==> config.mk <==
export PLATFORM = sky130hd
export DESIGN_NAME = dhfk_cordic
export DESIGN_NICKNAME = d
export VERILOG_FILES = /design/src/rtl/dhfk_pkg.sv /design/src/rtl/dhfk_cordic.sv
export SDC_FILE = /design/constraint.sdc
export NUM_CORES = 2
export LEC_CHECK = 0
export BUFFER_PORTS_ARGS = -buffer_cell sky130_fd_sc_hd__buf_2
export CORE_MARGIN = 5
export CORE_UTILIZATION = 64
export CTS_BUF_LIST = sky130_fd_sc_hd__clkbuf_8
export CTS_CLUSTER_DIAMETER = 40
export DETAILED_ROUTE_END_ITERATION = 8
export PLACE_DENSITY = 0.83
export SYNTH_ARGS = -nofsm -noshare
export SYNTH_HDL_FRONTEND = slang
export SYNTH_SLANG_ARGS = --single-unit
==> constraint.sdc <==
create_clock -name clk -period 11.2 [get_ports clk]
set_input_delay 0.56 -clock clk [delete_from_list [all_inputs] [get_ports clk]]
set_output_delay 0.56 -clock clk [all_outputs]
set_load 0.05 [all_outputs]
==> src/rtl/dhfk_pkg.sv <==
package dhfk_pkg;

  localparam int NumJoints = 6;
  localparam int RotW      = 18;
  localparam int PosW      = 20;
  localparam int LenW      = 12;
  localparam int AngW      = 16;
  localparam int AccW      = 40;   // position accumulator, mm * 65536
  localparam int CfgIdxW   = 3;

  typedef logic signed [RotW-1:0] rot_ent_t;
  typedef logic signed [AccW-1:0] acc_t;
  typedef logic signed [AngW-1:0] ang_t;
  typedef logic        [LenW-1:0] len_t;

  typedef enum logic [1:0] {
    TW_ZERO  = 2'd0,
    TW_POS90 = 2'd1,
    TW_NEG90 = 2'd2
  } twist_t;

  typedef enum logic [CfgIdxW-1:0] {
    CFG_BASE_HEIGHT      = 3'd0,
    CFG_UPPER_ARM_LENGTH = 3'd1,
    CFG_FOREARM_OFFSET   = 3'd2,
    CFG_WRIST_OFFSET     = 3'd3,
    CFG_TOOL_LENGTH      = 3'd4
  } cfg_idx_t;

  // twist of each joint link
  function automatic twist_t link_twist(input int k);
    twist_t tw;
    case (k)
      1, 3, 5: tw = TW_POS90;
      4:       tw = TW_NEG90;
      default: tw = TW_ZERO;
    endcase
    return tw;
  endfunction

  // arctangent of 2^-i in units of 2^-32 turn
  function automatic logic signed [32:0] atan_val(input int i);
    logic signed [32:0] v;
    case (i)
      0:  v = 33'sh020000000;
      1:  v = 33'sh012E4051E;
      2:  v = 33'sh009FB385B;
      3:  v = 33'sh0051111D4;
      4:  v = 33'sh0028B0D43;
      5:  v = 33'sh00145D7E1;
      6:  v = 33'sh000A2F61E;
      7:  v = 33'sh000517C55;
      8:  v = 33'sh00028BE53;
      9:  v = 33'sh000145F2F;
      10: v = 33'sh0000A2F98;
      11: v = 33'sh0000517CC;
      12: v = 33'sh000028BE6;
      13: v = 33'sh0000145F3;
      14: v = 33'sh00000A2FA;
      15: v = 33'sh00000517D;
      16: v = 33'sh0000028BE;
      17: v = 33'sh00000145F;
      18: v = 33'sh000000A30;
      19: v = 33'sh000000518;
      20: v = 33'sh00000028C;
      21: v = 33'sh000000146;
      22: v = 33'sh0000000A3;
      23: v = 33'sh000000051;
      default: v = 33'sh0;
    endcase
    return v;
  endfunction

  // clamp a rotation entry to [-1, 1] in Q1.16
  function automatic rot_ent_t sat_rot(input acc_t v);
    rot_ent_t r;
    if (v > 40'sd65536) begin
      r = 18'sd65536;
    end else if (v < -40'sd65536) begin
      r = -18'sd65536;
    end else begin
      r = v[RotW-1:0];
    end
    return r;
  endfunction

endpackage

==> src/rtl/dhfk_cordic.sv <==
module dhfk_cordic #(
  parameter int STAGES = 16
) (
  input  logic               clk,
  input  logic               en,
  input  dhfk_pkg::ang_t     ang,
  output dhfk_pkg::rot_ent_t co,
  output dhfk_pkg::rot_ent_t si
);

  localparam logic signed [32:0] X0 = 33'sd652032874;

  logic signed [32:0] x_r [STAGES+1];
  logic signed [32:0] y_r [STAGES+1];
  logic signed [32:0] z_r [STAGES+1];
  logic               n_r [STAGES+1];
  logic signed [16:0] fold;
  logic               fold_neg;
  logic signed [32:0] xr, yr;
  dhfk_pkg::rot_ent_t xs, ys;
  dhfk_pkg::rot_ent_t co_r, si_r;

  // fold angle into the right half plane, remember the sign flip
  always_comb begin
    fold     = 17'(ang);
    fold_neg = 1'b0;
    if (ang > 16'sd16384) begin
      fold     = 17'(ang) - 17'sd32768;
      fold_neg = 1'b1;
    end else if (ang < -16'sd16384) begin
      fold     = 17'(ang) + 17'sd32768;
      fold_neg = 1'b1;
    end
  end

  // binary angle times 65536 gives the angle in 2^-32 turn
  always_ff @(posedge clk) begin
    if (en) begin
      x_r[0] <= X0;
      y_r[0] <= '0;
      z_r[0] <= {fold, 16'd0};
      n_r[0] <= fold_neg;
    end
  end

  // one micro-rotation per stage
  for (genvar i = 0; i < STAGES; i++) begin : g_stage
    always_ff @(posedge clk) begin
      if (en) begin
        n_r[i+1] <= n_r[i];
        if (!z_r[i][32]) begin
          x_r[i+1] <= x_r[i] - (y_r[i] >>> i);
          y_r[i+1] <= y_r[i] + (x_r[i] >>> i);
          z_r[i+1] <= z_r[i] - dhfk_pkg::atan_val(i);
        end else begin
          x_r[i+1] <= x_r[i] + (y_r[i] >>> i);
          y_r[i+1] <= y_r[i] - (x_r[i] >>> i);
          z_r[i+1] <= z_r[i] + dhfk_pkg::atan_val(i);
        end
      end
    end
  end

  // round Q2.30 to Q1.16, clamp, undo the fold
  always_comb begin
    xr = (x_r[STAGES] + 33'sd8192) >>> 14;
    yr = (y_r[STAGES] + 33'sd8192) >>> 14;
    xs = dhfk_pkg::sat_rot(40'(xr));
    ys = dhfk_pkg::sat_rot(40'(yr));
  end

  always_ff @(posedge clk) begin
    if (en) begin
      co_r <= n_r[STAGES] ? -xs : xs;
      si_r <= n_r[STAGES] ? -ys : ys;
    end
  end

  assign co = co_r;
  assign si = si_r;

endmodule

==> impl_metrics.py <==
metrics = {
    "status": {
        "status": "complete, no violations",
    },
    "routing": {
        "dr.first_iter.drc_count": 7531,
        "dr.pass1.iters": 6,
        "dr_total_vias": 97100,
        "wl_um": 301000,
        "wl_per_cell_um": 19.5,
        "viasPerCell": 6.31,
        "ant_nets": 0,
        "drc": 0,
    },
    "logic_synthesis": {
        "synth_top_area_cell": "edfxtp_1",
        "synth.area.top_cells": "edfxtp_1 36%, ha_1 14%, xnor2_1 8.5%, a21oi_1 5.0%, xor2_1 4.3%",
        "synth_edf_count": 1430,
        "ys.flop_type": "edfxtp_1",
        "syn-num-nets": 13900,
        "synth_top_area_share_pct": 35.8,
        "postSynthCellCount": 12500,
        "async_flop_share_pct": 0,
        "ys_seq_elements": 1430,
        "avgSynthCellArea_um2": 9.60,
        "synth_seq_area_share_pct": 35.8,
        "synthDistinctLibCells": 100,
        "yosysWarnings": 0,
        "mappedNetlistArea_mm2": 0.120,
    },
    "critical_path": {
        "crit_path_end": "y_r[11][31]$_DFFE_PP_",
        "r2r_slack_ps": 5140,
        "criticalPathCategory": "input port to flip-flop",
        "endpoint_kind": "flip-flop",
        "crit_arrival_ps": 7220,
        "cp-startpoint": "en",
        "start_kind": "input port",
        "crit_fanout": 131,
        "rr_startpoint": "x_r[7][7]$_DFFE_PP_",
        "critPathRequiredTime_ps": 11970,
        "timing.rr.end": "y_r[8][32]$_DFFE_PP_",
        "r2r_cells": 21,
    },
    "worst_hold_path": {
        "hold_class": "input port to flip-flop",
    },
    "sta": {
        "finalCritPeriodShare_pct": 57.6,
        "rsz0062_at_grt": "false",
        "tightest_slew_ps": 1440,
        "holdWs_ps": 280,
        "setup_viol": 0,
        "skew_ps": 70.1,
        "setup_tns_ps": 0,
        "finalCriticalPeriod_ps": 6450,
        "slew-limit-headroom_pct": 3.46,
        "max_freq_mhz": 155,
        "hold_viol_final": 0,
        "drv_slew": 0,
    },
    "placement": {
        "dp_hpwl_um": 233000,
        "gp_routability_congestion": 0.975,
        "io_buffers": 53,
        "dpl.cell_count": 14900,
    },
    "clock_tree": {
        "cts_tree": "yes",
        "cts_setup_buffers": 0,
        "post_cts_resized": 0,
        "cts.sinks": 1430,
        "cts.clk_slew.worst_paths_ps": 60,
        "clk_latency_ps": 1060,
        "clk_path_buf_depth": 4,
        "htreeDepth": 5,
        "cts-buffers-inserted": 295,
        "clock-root-buffer": "clkbuf_8",
    },
    "global_route": {
        "grt_pass1_vias": 93800,
        "antenna_found_initial": 4,
        "grtUsageTotal_pct": 29.5,
        "grt_pass1_wl_um": 481000,
        "grt-ovfl-total": 0,
        "grt_max_degree": 185,
    },
    "floorplanning": {
        "die_h_um": 443,
        "dieArea_mm2": 0.196,
        "io_pins": 54,
        "num_rows": 159,
        "die_w_um": 443,
        "core_region_area_mm2": 0.187,
        "initial_core_util_pct": 64.1,
    },
    "layout": {
        "final_cells": 15400,
        "final_cell_mix": "1430 x edfxtp_1, 1336 x ha_1, 1195 x a21oi_1",
        "fin_util_pct": 68.9,
        "nets": 14100,
        "area_growth_syn_to_layout_pct": 7.41,
        "layout-drive-gt1-share_pct": 5.23,
        "final_common_cell": "edfxtp_1",
    },
    "job": {
        "cap_violations": 0,
    },
}
==> layout make-up <==
cell class / count / area [µm²]
multi-input cells: 10300 / 74200
fillers: 14300 / 58300
flip-flops and latches: 1430 / 42900
clock buffers: 301 / 4140
well taps: 2495 / 3120
inverters: 528 / 1980
clock inverters: 205 / 1610
repair buffers: 121 / 871
diodes: 4 / 10.0
==> per-layer routing <==
layer | vias up | global-route usage, % | part of all wire, %
li1 | 47000 | - | -
met1 | 45900 | 37.7 | 42
met2 | 3447 | 49.9 | 47
met3 | 774 | 4.90 | 7.0
met4 | 0 | 11.9 | 4.0
met5 | - | 0 | 0
==> repair_timing <==
action                     CTS  global route
setup endpoints to repair    0             0
hold endpoints to repair    72             0
hold buffers                17             0
==> through the flow <==
step	setup slack [ps]	instance area [µm²]
after floorplan	6080	120000
after global placement	4520	123000
after detailed placement	4410	123000
after CTS	4910	129000
after global routing	4360	129000
final	4750	129000
==> synth_stat cells (43+ instances only) <==
master / number
a211oi_1: 104
a21boi_0: 56
a21o_1: 603
a21oi_1: 1195
a31oi_1: 119
and2_1: 87
and3_1: 131
clkbuf_1: 169
edfxtp_1: 1430
ha_1: 1336
inv_1: 521
mux2_2: 45
mux2i_1: 75
nand2_1: 728
nand2b_1: 192
nand3_1: 245
nand4_1: 79
nor2_1: 1005
nor2b_1: 149
nor3_1: 298
nor3b_1: 44
nor4_1: 116
o211ai_1: 56
o21a_1: 183
o21ai_0: 647
o21bai_1: 178
o31ai_1: 152
o41ai_1: 60
or2_2: 43
or3_1: 87
or4_1: 49
xnor2_1: 1165
xor2_1: 592
==> worst min path at each step <==
stage	startpoint	cells after the start	slack, ps	to
after global routing	ang[6]	2	200	z_r[0][22]$_DFFE_PP_
after CTS	ang[1]	2	160	z_r[0][17]$_DFFE_PP_
after floorplan	n_r[9]$_DFFE_PP_	0	400	n_r[10]$_DFFE_PP_
after global placement	n_r[3]$_DFFE_PP_	0	400	n_r[4]$_DFFE_PP_
final	ang[10]	2	280	z_r[0][26]$_DFFE_PP_
after detailed placement	z_r[0][20]$_DFFE_PP_	0	400	z_r[1][20]$_DFFE_PP_
==> kinds of logic (layout without fill, tap and decap cells) <==
kind of cell               count (synthesis)  after routing  synth area share, %
adders and majority gates               1376           1376                 14.6
AOI/OAI and AO/OA                       3729           3729                 19.9
and+or+nand+nor                         3334           3334                 13.5
muxes                                    120            120                 1.05
other                                      0              4                    0
xor gates and xnor gates                1759           1759                 12.9
DFF                                     1430           1430                 35.8
buffers and inverters                    750           1155                 2.38
==> sequential cells by signal, summed over array words and instances, names as in the netlist <==
signal	flops
z_r	437
n_r	17
x_r	457
y_r	483
si	18
co	18
==> worst max-delay path, stage by stage <==
cell	delay, ps
dlygate4sd3_1	580
buf_12	460
buf_4	640
nand2_1	100
buf_4	310
inv_1	330
buf_4	480
mux2i_1	370
ha_1	290
nor2b_1	130
o21a_1	180
o21ai_1	170
a21oi_1	110
o21ai_0	420
a2111oi_0	310
o41ai_1	810
a31o_2	270
a31oi_1	120
mux2_2	250
o2111ai_1	100
Power is left out: the tool's default activity adds up to more than one toggle a clock period on the data nets, which glitch-free logic cannot reach.
